<file path="src/sv/tsc_pkg.sv">
// tsc_pkg: shared types and constants of the token scanner
// character codes, token kinds, scan modes and the result record
// no dependencies
`timescale 1ns / 1ps
`default_nettype none

package tsc_pkg;

    localparam logic [7:0] CH_LPAREN = 8'h28;
    localparam logic [7:0] CH_RPAREN = 8'h29;
    localparam logic [7:0] CH_LBRACE = 8'h7B;
    localparam logic [7:0] CH_RBRACE = 8'h7D;
    localparam logic [7:0] CH_COMMA  = 8'h2C;
    localparam logic [7:0] CH_DOT    = 8'h2E;
    localparam logic [7:0] CH_MINUS  = 8'h2D;
    localparam logic [7:0] CH_PLUS   = 8'h2B;
    localparam logic [7:0] CH_SEMI   = 8'h3B;
    localparam logic [7:0] CH_STAR   = 8'h2A;
    localparam logic [7:0] CH_BANG   = 8'h21;
    localparam logic [7:0] CH_EQUAL  = 8'h3D;
    localparam logic [7:0] CH_LESS   = 8'h3C;
    localparam logic [7:0] CH_GREATER = 8'h3E;
    localparam logic [7:0] CH_SLASH  = 8'h2F;
    localparam logic [7:0] CH_QUOTE  = 8'h22;
    localparam logic [7:0] CH_SPACE  = 8'h20;
    localparam logic [7:0] CH_CR     = 8'h0D;
    localparam logic [7:0] CH_TAB    = 8'h09;
    localparam logic [7:0] CH_NL     = 8'h0A;

    localparam logic [4:0] KIND_LPAREN  = 5'd0;
    localparam logic [4:0] KIND_RPAREN  = 5'd1;
    localparam logic [4:0] KIND_LBRACE  = 5'd2;
    localparam logic [4:0] KIND_RBRACE  = 5'd3;
    localparam logic [4:0] KIND_COMMA   = 5'd4;
    localparam logic [4:0] KIND_DOT     = 5'd5;
    localparam logic [4:0] KIND_MINUS   = 5'd6;
    localparam logic [4:0] KIND_PLUS    = 5'd7;
    localparam logic [4:0] KIND_SEMI    = 5'd8;
    localparam logic [4:0] KIND_STAR    = 5'd9;
    localparam logic [4:0] KIND_BANG    = 5'd10;
    localparam logic [4:0] KIND_EQUAL   = 5'd12;
    localparam logic [4:0] KIND_LESS    = 5'd14;
    localparam logic [4:0] KIND_GREATER = 5'd16;
    localparam logic [4:0] KIND_SLASH   = 5'd18;
    localparam logic [4:0] KIND_STRING  = 5'd19;
    localparam logic [4:0] KIND_EOF     = 5'd20;
    localparam logic [4:0] KIND_UNEXPECTED   = 5'd21;
    localparam logic [4:0] KIND_UNTERMINATED = 5'd22;

    localparam logic [15:0] LINE_FIRST = 16'd1;
    localparam logic [15:0] LINE_MAX   = 16'hFFFF;

    typedef enum logic [7:0] {
        MODE_NORMAL  = 8'b0000_0001,
        MODE_BANG    = 8'b0000_0010,
        MODE_EQUAL   = 8'b0000_0100,
        MODE_LESS    = 8'b0000_1000,
        MODE_GREATER = 8'b0001_0000,
        MODE_SLASH   = 8'b0010_0000,
        MODE_COMMENT = 8'b0100_0000,
        MODE_STRING  = 8'b1000_0000
    } t_mode;

    typedef struct packed {
        logic [4:0]  kind;
        logic [15:0] start;
        logic [15:0] length;
        logic [15:0] line;
        logic        last;
    } t_result;

    typedef struct packed {
        logic    v0;
        logic    v1;
        t_result r0;
        t_result r1;
    } t_scan_out;

endpackage

`default_nettype wire

</file>
<file path="src/sv/tsc_scan.sv">
// tsc_scan: scanner state and the combinational step for one request
// gives up to two result records and updates mode, position, token start and line
// depends on tsc_pkg
`timescale 1ns / 1ps
`default_nettype none

module tsc_scan #(
    parameter int POS_WIDTH = 16
) (
    input  wire                 i_clk,
    input  wire                 i_rst_n,
    input  wire                 i_adv,
    input  wire  [7:0]          i_byte,
    input  wire                 i_end,
    output tsc_pkg::t_scan_out  o_scan
);
    import tsc_pkg::*;

    localparam logic [POS_WIDTH-1:0] POS_MAX = {POS_WIDTH{1'b1}};

    t_mode                r_mode, n_mode;
    logic [POS_WIDTH-1:0] r_pos, n_pos;
    logic [POS_WIDTH-1:0] r_begin, n_begin;
    logic [15:0]          r_line, n_line;

    logic [POS_WIDTH-1:0] cur, tb, tb_inc;
    logic [31:0]          cur32, tb32, diff32;
    logic [15:0]          cur16, tb16, tb_inc16, line_inc;

    // normal-mode scan of the current byte
    logic       sn_emit, sn_set_begin, sn_line;
    logic [4:0] sn_kind;
    t_mode      sn_mode;

    logic       v0, v1;
    t_result    r0, r1;
    logic [4:0] opk;

    always_comb begin
        sn_emit      = 1'b0;
        sn_set_begin = 1'b1;
        sn_line      = 1'b0;
        sn_kind      = KIND_UNEXPECTED;
        sn_mode      = MODE_NORMAL;
        case (i_byte)
            CH_LPAREN:  begin sn_emit = 1'b1; sn_set_begin = 1'b0; sn_kind = KIND_LPAREN; end
            CH_RPAREN:  begin sn_emit = 1'b1; sn_set_begin = 1'b0; sn_kind = KIND_RPAREN; end
            CH_LBRACE:  begin sn_emit = 1'b1; sn_set_begin = 1'b0; sn_kind = KIND_LBRACE; end
            CH_RBRACE:  begin sn_emit = 1'b1; sn_set_begin = 1'b0; sn_kind = KIND_RBRACE; end
            CH_COMMA:   begin sn_emit = 1'b1; sn_set_begin = 1'b0; sn_kind = KIND_COMMA; end
            CH_DOT:     begin sn_emit = 1'b1; sn_set_begin = 1'b0; sn_kind = KIND_DOT; end
            CH_MINUS:   begin sn_emit = 1'b1; sn_set_begin = 1'b0; sn_kind = KIND_MINUS; end
            CH_PLUS:    begin sn_emit = 1'b1; sn_set_begin = 1'b0; sn_kind = KIND_PLUS; end
            CH_SEMI:    begin sn_emit = 1'b1; sn_set_begin = 1'b0; sn_kind = KIND_SEMI; end
            CH_STAR:    begin sn_emit = 1'b1; sn_set_begin = 1'b0; sn_kind = KIND_STAR; end
            CH_BANG:    sn_mode = MODE_BANG;
            CH_EQUAL:   sn_mode = MODE_EQUAL;
            CH_LESS:    sn_mode = MODE_LESS;
            CH_GREATER: sn_mode = MODE_GREATER;
            CH_SLASH:   sn_mode = MODE_SLASH;
            CH_QUOTE:   sn_mode = MODE_STRING;
            CH_SPACE, CH_CR, CH_TAB: sn_mode = MODE_NORMAL;
            CH_NL:      sn_line = 1'b1;
            default:    sn_emit = 1'b1;
        endcase
    end

    always_comb begin
        cur      = r_pos;
        tb       = (r_begin > r_pos) ? r_pos : r_begin;
        tb_inc   = (tb == POS_MAX) ? POS_MAX : tb + 1'b1;
        cur32    = 32'(cur);
        tb32     = 32'(tb);
        diff32   = cur32 - tb32;
        cur16    = cur32[15:0];
        tb16     = tb32[15:0];
        tb_inc16 = 16'(32'(tb_inc));
        line_inc = (r_line != LINE_MAX) ? r_line + 16'd1 : r_line;

        case (r_mode)
            MODE_BANG:    opk = KIND_BANG;
            MODE_EQUAL:   opk = KIND_EQUAL;
            MODE_LESS:    opk = KIND_LESS;
            MODE_GREATER: opk = KIND_GREATER;
            default:      opk = KIND_SLASH;
        endcase

        n_mode  = r_mode;
        n_pos   = (cur == POS_MAX) ? POS_MAX : cur + 1'b1;
        n_begin = tb;
        n_line  = r_line;
        v0      = 1'b0;
        v1      = 1'b0;
        r0      = '{kind: KIND_EOF, start: cur16, length: 16'd0, line: r_line, last: 1'b0};
        r1      = r0;

        if (i_end) begin
            case (r_mode)
                MODE_BANG, MODE_EQUAL, MODE_LESS, MODE_GREATER, MODE_SLASH: begin
                    v0 = 1'b1;
                    r0.kind = opk;
                    r0.start = tb16;
                    r0.length = 16'd1;
                end
                MODE_STRING: begin
                    v0 = 1'b1;
                    r0.kind = KIND_UNTERMINATED;
                    r0.start = tb16;
                    r0.length = diff32[15:0];
                end
                default: v0 = 1'b0;
            endcase
            // eof follows in the next free slot
            if (v0) begin
                v1 = 1'b1;
            end else begin
                v0 = 1'b1;
            end
            n_mode  = MODE_NORMAL;
            n_pos   = '0;
            n_begin = '0;
            n_line  = LINE_FIRST;
        end else begin
            case (r_mode)
                MODE_BANG, MODE_EQUAL, MODE_LESS, MODE_GREATER, MODE_SLASH: begin
                    if (r_mode == MODE_SLASH && i_byte == CH_SLASH) begin
                        n_mode = MODE_COMMENT;
                    end else if (r_mode != MODE_SLASH && i_byte == CH_EQUAL) begin
                        n_mode = MODE_NORMAL;
                        v0 = 1'b1;
                        r0.kind = opk + 5'd1;
                        r0.start = tb16;
                        r0.length = 16'(diff32 + 32'd1);
                    end else begin
                        v0 = 1'b1;
                        r0.kind = opk;
                        r0.start = tb16;
                        r0.length = 16'd1;
                        n_mode = sn_mode;
                        if (sn_set_begin) n_begin = cur;
                        if (sn_line) n_line = line_inc;
                        v1 = sn_emit;
                        r1.kind = sn_kind;
                        r1.start = cur16;
                        r1.length = 16'd1;
                    end
                end
                MODE_COMMENT: begin
                    if (i_byte == CH_NL) begin
                        n_mode = MODE_NORMAL;
                        n_begin = cur;
                        n_line = line_inc;
                    end
                end
                MODE_STRING: begin
                    if (i_byte == CH_QUOTE) begin
                        n_mode = MODE_NORMAL;
                        v0 = 1'b1;
                        r0.kind = KIND_STRING;
                        r0.start = tb_inc16;
                        r0.length = (cur > tb) ? 16'(diff32 - 32'd1) : 16'd0;
                    end else if (i_byte == CH_NL) begin
                        n_line = line_inc;
                    end
                end
                default: begin
                    n_mode = sn_mode;
                    if (sn_set_begin) n_begin = cur;
                    if (sn_line) n_line = line_inc;
                    v0 = sn_emit;
                    r0.kind = sn_kind;
                    r0.start = cur16;
                    r0.length = 16'd1;
                end
            endcase
        end

        r0.last = v0 && !v1;
        r1.last = v1;
        o_scan  = '{v0: v0, v1: v1, r0: r0, r1: r1};
    end

    always_ff @(posedge i_clk) begin
        if (!i_rst_n) begin
            r_mode  <= MODE_NORMAL;
            r_pos   <= '0;
            r_begin <= '0;
            r_line  <= LINE_FIRST;
        end else if (i_adv) begin
            r_mode  <= n_mode;
            r_pos   <= n_pos;
            r_begin <= n_begin;
            r_line  <= n_line;
        end
    end

    a_second_needs_first: assert property (@(posedge i_clk) disable iff (!i_rst_n)
        o_scan.v1 |-> (o_scan.v0 && !o_scan.r0.last))
        else $error("second result without a first one");

    a_end_restarts: assert property (@(posedge i_clk) disable iff (!i_rst_n)
        (i_adv && i_end) |=> (r_pos == '0 && r_line == LINE_FIRST && r_mode == MODE_NORMAL))
        else $error("state not restarted after end of source");

    a_line_nonzero: assert property (@(posedge i_clk) disable iff (!i_rst_n)
        (r_line != 16'd0))
        else $error("line count wrapped to zero");

endmodule

`default_nettype wire

</file>
<file path="src/sv/tsc_result_q.sv">
// tsc_result_q: two-slot result buffer that drains one record per cycle while i_pop is high
// loads the records of one request at once and presents them in order
// depends on tsc_pkg
`timescale 1ns / 1ps
`default_nettype none

module tsc_result_q (
    input  wire                     i_clk,
    input  wire                     i_rst_n,
    input  wire                     i_load,
    input  wire tsc_pkg::t_scan_out i_scan,
    input  wire                     i_pop,
    output logic                    o_free,
    output logic                    o_valid,
    output tsc_pkg::t_result        o_result
);
    import tsc_pkg::*;

    t_result    r_slot0, r_slot1;
    logic [1:0] r_cnt;
    logic       r_head;

    assign o_valid  = (r_cnt != 2'd0);
    assign o_free   = (r_cnt == 2'd0) || (r_cnt == 2'd1 && i_pop);
    assign o_result = r_head ? r_slot1 : r_slot0;

    always_ff @(posedge i_clk) begin
        if (!i_rst_n) begin
            r_cnt  <= 2'd0;
            r_head <= 1'b0;
        end else if (i_load && (i_scan.v0 || i_scan.v1)) begin
            r_cnt  <= {1'b0, i_scan.v0} + {1'b0, i_scan.v1};
            r_head <= 1'b0;
        end else if (i_pop && o_valid) begin
            r_cnt  <= r_cnt - 2'd1;
            r_head <= 1'b1;
        end
    end

    always_ff @(posedge i_clk) begin
        if (i_load && (i_scan.v0 || i_scan.v1)) begin
            r_slot0 <= i_scan.r0;
            r_slot1 <= i_scan.r1;
        end
    end

    a_cnt_range: assert property (@(posedge i_clk) disable iff (!i_rst_n)
        (r_cnt != 2'd3) && !(r_cnt == 2'd2 && r_head))
        else $error("result buffer count or head out of range");

    a_pair_drains: assert property (@(posedge i_clk) disable iff (!i_rst_n)
        (r_cnt == 2'd2 && i_pop) |=> (r_cnt == 2'd1 && r_head && o_result.last))
        else $error("second record not presented as last");

endmodule

`default_nettype wire

</file>
<file path="src/sv/token_scanner.sv">
// token_scanner: streaming scanner for a small scripting language
// slave side takes one source byte per request (tlast = end of source),
// master side gives token records (tuser = kind, tlast = last record of a request)
// a request accepted on the slave side reaches the input register, is scanned there
// and its records are registered in the result buffer that feeds the master side
// throughput: one request per cycle while each gives at most one record and the master
// side does not stall; a request that gives two records (operator or slash followed by
// another token, or a pending token flushed before eof) fills both slots of the two-slot
// result buffer, whose single record port presents them in order
// requests that give no record (blanks, comment text, string bodies) pass at one per cycle
// a stalled master side fills the result buffer, then the input register, then
// o_s_tready drops; nothing is dropped
// reset clears mode, position, token start (zero) and line count (one), and empties
// the buffer; after an end-of-source request the scan state returns to those same values
// depends on tsc_pkg, tsc_scan, tsc_result_q
`timescale 1ns / 1ps
`default_nettype none

module token_scanner #(
    parameter int POS_WIDTH = 16
) (
    input  wire         i_clk,
    input  wire         i_rst_n,
    input  wire         i_s_tvalid,
    output logic        o_s_tready,
    input  wire  [7:0]  i_s_tdata,   // src_byte [7:0]
    input  wire         i_s_tlast,   // end_of_source
    output logic        o_m_tvalid,
    input  wire         i_m_tready,
    output logic [47:0] o_m_tdata,   // text_start [15:0], text_length [31:16], line_number [47:32]
    output logic [4:0]  o_m_tuser,   // token_kind [4:0]
    output logic        o_m_tlast    // last_result
);
    import tsc_pkg::*;

    logic       r_in_valid;
    logic [7:0] r_in_byte;
    logic       r_in_end;

    t_scan_out  scan;
    t_result    res;
    logic       q_free, adv, pop;

    assign pop        = o_m_tvalid && i_m_tready;
    assign adv        = r_in_valid && (q_free || !(scan.v0 || scan.v1));
    assign o_s_tready = !r_in_valid || adv;

    always_ff @(posedge i_clk) begin
        if (!i_rst_n) begin
            r_in_valid <= 1'b0;
        end else if (o_s_tready) begin
            r_in_valid <= i_s_tvalid;
        end
    end

    always_ff @(posedge i_clk) begin
        if (o_s_tready && i_s_tvalid) begin
            r_in_byte <= i_s_tdata;
            r_in_end  <= i_s_tlast;
        end
    end

    tsc_scan #(
        .POS_WIDTH (POS_WIDTH)
    ) u_scan (
        .i_clk   (i_clk),
        .i_rst_n (i_rst_n),
        .i_adv   (adv),
        .i_byte  (r_in_byte),
        .i_end   (r_in_end),
        .o_scan  (scan)
    );

    tsc_result_q u_result_q (
        .i_clk    (i_clk),
        .i_rst_n  (i_rst_n),
        .i_load   (adv),
        .i_scan   (scan),
        .i_pop    (pop),
        .o_free   (q_free),
        .o_valid  (o_m_tvalid),
        .o_result (res)
    );

    assign o_m_tdata = {res.line, res.length, res.start};
    assign o_m_tuser = res.kind;
    assign o_m_tlast = res.last;

endmodule

`default_nettype wire

</file>
<file path="config.mk">
export PLATFORM = sky130hd
export DESIGN_NAME = token_scanner
export DESIGN_NICKNAME = d
export VERILOG_FILES = /design/src/sv/tsc_pkg.sv /design/src/sv/tsc_scan.sv /design/src/sv/tsc_result_q.sv /design/src/sv/token_scanner.sv
export SDC_FILE = /design/constraint.sdc
export NUM_CORES = 1
export LEC_CHECK = 0
export BUFFER_PORTS_ARGS = -buffer_cell sky130_fd_sc_hd__clkbuf_2
export CAP_MARGIN = 0
export CORE_ASPECT_RATIO = 0.7
export CORE_UTILIZATION = 50
export CTS_CLUSTER_DIAMETER = 100
export CTS_CLUSTER_SIZE = 20
export DETAILED_ROUTE_END_ITERATION = 7
export PLACE_DENSITY = 0.68
export SETUP_SLACK_MARGIN = 0.1
export SYNTH_ARGS = -nofsm -noshare
export SYNTH_HDL_FRONTEND = slang
export SYNTH_SLANG_ARGS = --single-unit
</file>
<file path="constraint.sdc">
create_clock -name i_clk -period 16.9 [get_ports i_clk]
set_clock_uncertainty 0.05 [all_clocks]
set_input_delay 5.07 -clock i_clk [delete_from_list [all_inputs] [get_ports i_clk]]
set_output_delay 5.07 -clock i_clk [all_outputs]
set_load 0.02 [all_outputs]
</file>
### After elaboration in Yosys (flattened, before gate mapping)

Index checks and enable logic that the tools add are counted.
Widths: inputs -> output; s select.

* input port bits: 13
* logic and storage cells: 147
* register bits: 161

* add/sub/neg operators: 9
* equality and inequality tests: 37
* bitwise logic cells: 2
* reduce and logical (&&, ||, !) cells: 28
* mux-type cells: 51
* order comparisons: 2

Operators by type and width (count)
* $mux 16: 17
* $eq 8x6->1 const B: 16
* $mux 37: 3
* $pmux 37 s3: 1
* $pmux 16 s3: 2
* $pmux 37 s2: 1
* $add 16x1->16 const B: 4
* $mux 54: 1
* $pmux 5 s10: 1
* $pmux 8 s6: 1
* $mux 8: 5
* $mux 35: 1
* $eq 16x16->1 const B: 2
* $eq 8x4->1 const B: 4
* $gt 16x16->1: 2
* $eq 8x7->1 const B: 3
* $pmux 8 s3: 1
* $pmux 5 s4: 1
* $reduce_or 10->1: 2
* $ne 16x16->1 const B: 1
* $sub 16x1->16 const B: 1
* $sub 16x16->16: 1
* $mux 1: 13
* $logic_and 1x1->1: 9
* other kinds (25): 36

### Depth between registers and ports, before layout

* depth in word-level cells: 13
* mapped depth: 23
* depth with buffers taken out: 19

### Hierarchy

Synthesis repeated with hierarchy kept, for this count alone.

* cells, all modules: 1365
* area, all modules: 12539.5 um^2

By module, submodules not included
* tsc_scan: seq. area each 1121.1 um^2, instances 1, cells an instance 1154, area an instance 7828.8 um^2
* tsc_result_q: seq. area each 3303.2 um^2, instances 1, cells an instance 194, area an instance 4367.9 um^2
* token_scanner: seq. area each 290.3 um^2, instances 1, cells an instance 17, area an instance 342.8 um^2

### Least setup slack after synthesis

Ideal clock, no wire load.

* path kind: input -> output
* from: input port i_m_tready
* to: output port o_s_tready
* setup slack: 6.176 ns
* arrival: 5.604 ns
* cell stages on the path: 2
* cell sequence: a211oi_1 nand2_1

* word-level cells in the longest chain between the ends: 6

RTL lines
* start: declaration: line token_scanner.sv:29 `input wire i_m_tready,`
* $logic_and 1x1->1: line token_scanner.sv:44 `assign pop = o_m_tvalid && i_m_tready;`
* $logic_and 1x1->1: line tsc_result_q.sv:24 `assign o_free = (r_cnt == 2'd0) || (r_cnt == 2'd1 && i_pop);`
* $logic_or 1x1->1: line tsc_result_q.sv:24
* $logic_or 1x1->1: line token_scanner.sv:45 `assign adv = r_in_valid && (q_free || !(scan.v0 || scan.v1));`
* $logic_and 1x1->1: line token_scanner.sv:45
* $logic_or 1x1->1: line token_scanner.sv:46 `assign o_s_tready = !r_in_valid || adv;`
* end: declaration: line token_scanner.sv:25 `output logic o_s_tready,`

No other way between the ends.

### Final worst setup path

Same ends and word-level chain as after synthesis.

==> flow_metrics.tcl <==
set metrics [dict create \
    final.min_clock_period_ns 10.93 \
    drtPass1Iterations 6 \
    critical-path-top-cell-by-count "sky130_fd_sc_hd__clkbuf_2" \
    routed_wirelength_um 26900 \
    fmax_mhz 91.5 \
    crit_path_max_incr_delay_ns 0.36 \
    final_nets 1202 \
    design.core.area_um2 19200 \
    synthTopCellsByArea "sky130_fd_sc_hd__edfxtp_1 (26%), sky130_fd_sc_hd__dfxtp_1 (12%), sky130_fd_sc_hd__ha_1 (5.2%)" \
    grt_start_max_net_pins 81 \
    cts-resized-gates 0 \
    setup.worst_path.end_class "primary output" \
    cellLeakagePower_nw 3.99 \
    post_route_cells_drive_above_1_share 0.160 \
    reg2reg_slack_ns 10.46 \
    worstPathCellList "clkbuf_2, a211oi_1, nand2_1, clkbuf_2" \
    synth.net_count 1177 \
    globalplace.congestion 0.942 \
    worst-endpoint-arrival_ns 5.81 \
    worst_setup_slack_post_dpl_ns 5.97 \
    route.antenna.remaining_nets 0 \
    number_of_global_route_vias_before_repair 8009 \
    dieWidth_um 171 \
    synth.cells.most_frequent "sky130_fd_sc_hd__nor2_1 (98), sky130_fd_sc_hd__a21oi_1 (86), sky130_fd_sc_hd__edfxtp_1 (86), sky130_fd_sc_hd__nand2_1 (85), sky130_fd_sc_hd__o21ai_0 (72)" \
    highest_delay_cell_along_the_critical_path "sky130_fd_sc_hd__a211oi_1" \
    worstHoldPathType "reg -> reg" \
    synth-edff-count 86 \
    synthFlopType "sky130_fd_sc_hd__edfxtp_1" \
    synth_cells 1121 \
    relSlewSlack 0.302 \
    number_of_antenna_violations_at_the_first_check_in_global_routing 0 \
    post_synth_instance_area_um2 10000 \
    whs_ns 0.420 \
    post-cts-setup-buffers 0 \
    timing_hold_violations_final 0 \
    clkLatencyLatePin_ns 0.43 \
    cts_buffer_depth 2 \
    area_growth_pct 9.63 \
    critPathMaxFanout 4 \
    cts_tree "done" \
    wl_per_cell_um 18.9 \
    antennaDiodeCount 0 \
    timing_worst_setup_path_type "in -> out" \
    power_density_nw_per_um2 82.5 \
    crit_path_start_kind "input pin" \
    clk_root_buffer_cell "sky130_fd_sc_hd__clkbuf_16" \
    top_cell_type_s_share_of_synthesized_area 0.258 \
    cts.hold.buffers_added 0 \
    ys.warnings.count 0 \
    ys_seq_area_frac 0.378 \
    effective_utilization_at_floorplan 0.521 \
    worstMarginPinSlew_ns 1.04 \
    cts_buffers 17 \
    htree_levels 4 \
    report.final.slew_viol_count 0 \
    status "completed" \
    netlist.top_cell.by_area "sky130_fd_sc_hd__edfxtp_1" \
    global_route_wire_length_before_repair_um 43400 \
    asyncSetResetFlopFracSynth 0 \
    worst_path_clk_slew_ns 0.06 \
    required_ns 11.78 \
    unrepaired_setup_endpoints_after_global_routing "no" \
    drv.max_cap_violation_count 0 \
    fp.dieArea_um2 20600 \
    synthDistinctLibCells 92 \
    detail_route.vias_per_cell 6.16 \
    dpl.hpwl_um 18800 \
    peakVddDrop_mv 0.0721 \
    postLayoutSetupSlackWorst_ns 5.97 \
    cts.sinks 146 \
    dr.first_iter.drc_count 1092 \
    die_height_um 120 \
    boundary_pins 69 \
    grt_util_all_layers 0.273 \
    ys_seq_elements 146 \
    num_vias 8761 \
    setup_viol 0 \
    remaining_global_route_overflow 0 \
    synth.avg_cell_area_um2 8.93 \
    cell_area_after_placement_um2 10400 \
    port_buffers 68 \
    drc 0 \
    period_share 0.647 \
    finalCoreUtilization 0.571 \
    std_cell_rows 42 \
    synth_most_common_cell "sky130_fd_sc_hd__nor2_1" \
    sum_neg_setup_slack_ns 0 \
    post-route-cell-area_um2 11000 \
]
-- kinds of logic (layout without fill, tap and decap cells) --
| logic type | Yosys count | after routing | share of synthesized area |
|---|---|---|---|
| compound gates | 320 | 320 | 0.211 |
| xor+xnor | 48 | 48 | 0.0461 |
| fa+ha+maj | 43 | 43 | 0.0545 |
| buf+inv | 115 | 153 | 0.0510 |
| flops | 146 | 146 | 0.378 |
| mux | 36 | 36 | 0.0409 |
| simple gates | 413 | 413 | 0.219 |
-- registers in the layout (all words and copies together) (netlist names) --
signal	count
u_result_q.r_cnt	2
r_in_end	1
u_scan.r_line	16
u_scan.r_begin	16
u_result_q.r_slot0	54
u_result_q.r_head	1
u_scan.r_mode	8
r_in_byte	8
u_scan.cur	16
r_in_valid	1
u_result_q.r_slot1	23
-- worst max-delay path: cells and delay by family --
kind | cells | cell delay [ns]
compound gates | 1 | 0.36
simple gates | 1 | 0.12
buf+inv | 2 | 0.26
-- final timing paths --
check,startpoint,endpoint,cells after the start
max reg2reg,u_scan.cur[12]$_SDFFE_PN0P_,u_result_q.r_slot0[32]$_DFFE_PP_,19
max,i_m_tready,o_s_tready,4
min,u_scan.r_line[8]$_SDFFE_PN0P_,u_result_q.r_slot0[9]$_DFFE_PP_,0
min reg2reg,u_scan.r_line[8]$_SDFFE_PN0P_,u_result_q.r_slot0[9]$_DFFE_PP_,0
-- power breakdown --
group          internal [mW]  switching [mW]
sequential             0.399          0.0140
clock                  0.193           0.159
combinational         0.0483          0.0925
total                  0.641           0.265
-- per-layer routing --
metal | up-vias | part of all wire | global-route usage
met3 | 29 | 0.079 | 0.0556
met2 | 378 | 0.42 | 0.394
li1 | 4223 | - | -
met4 | 0 | 0.012 | 0.0692
met5 | - | 0 | 0
met1 | 4131 | 0.49 | 0.412
-- cell usage in the layout, fill, tap and decap left out, drive strengths merged, types with 12 or more instances in the layout --
| cell type | count |
|---|---|
| nand2 | 87 |
| nor3 | 27 |
| dfxtp | 60 |
| o22ai | 18 |
| a22oi | 27 |
| or3 | 14 |
| and3 | 16 |
| buf | 12 |
| o21ai | 78 |
| nor2 | 99 |
| edfxtp | 86 |
| inv | 46 |
| clkbuf | 87 |
| a21oi | 88 |
| nand4 | 21 |
| mux2 | 29 |
| ha | 42 |
| xor2 | 25 |
| xnor2 | 23 |
| nor2b | 52 |
| nand3 | 37 |
-- cell type report --
type | count | area [um^2]
Clock buffer | 19 | 443
Clock inverter | 13 | 100
Fill cell | 1738 | 8260
Inverter | 41 | 154
Multi-Input combinational cell | 860 | 5740
Sequential cell | 146 | 3780
Tap cell | 264 | 330
Timing Repair Buffer | 80 | 430
-- through the flow --
stage                     power [mW]  std cells
after floorplan                0.525       1121
after global placement         0.559       1391
after detailed placement       0.560       1391
after CTS                      0.911       1423
after global routing           0.943       1423
final                          0.906       1423
No activity file was read; power rests on OpenSTA's default activity.
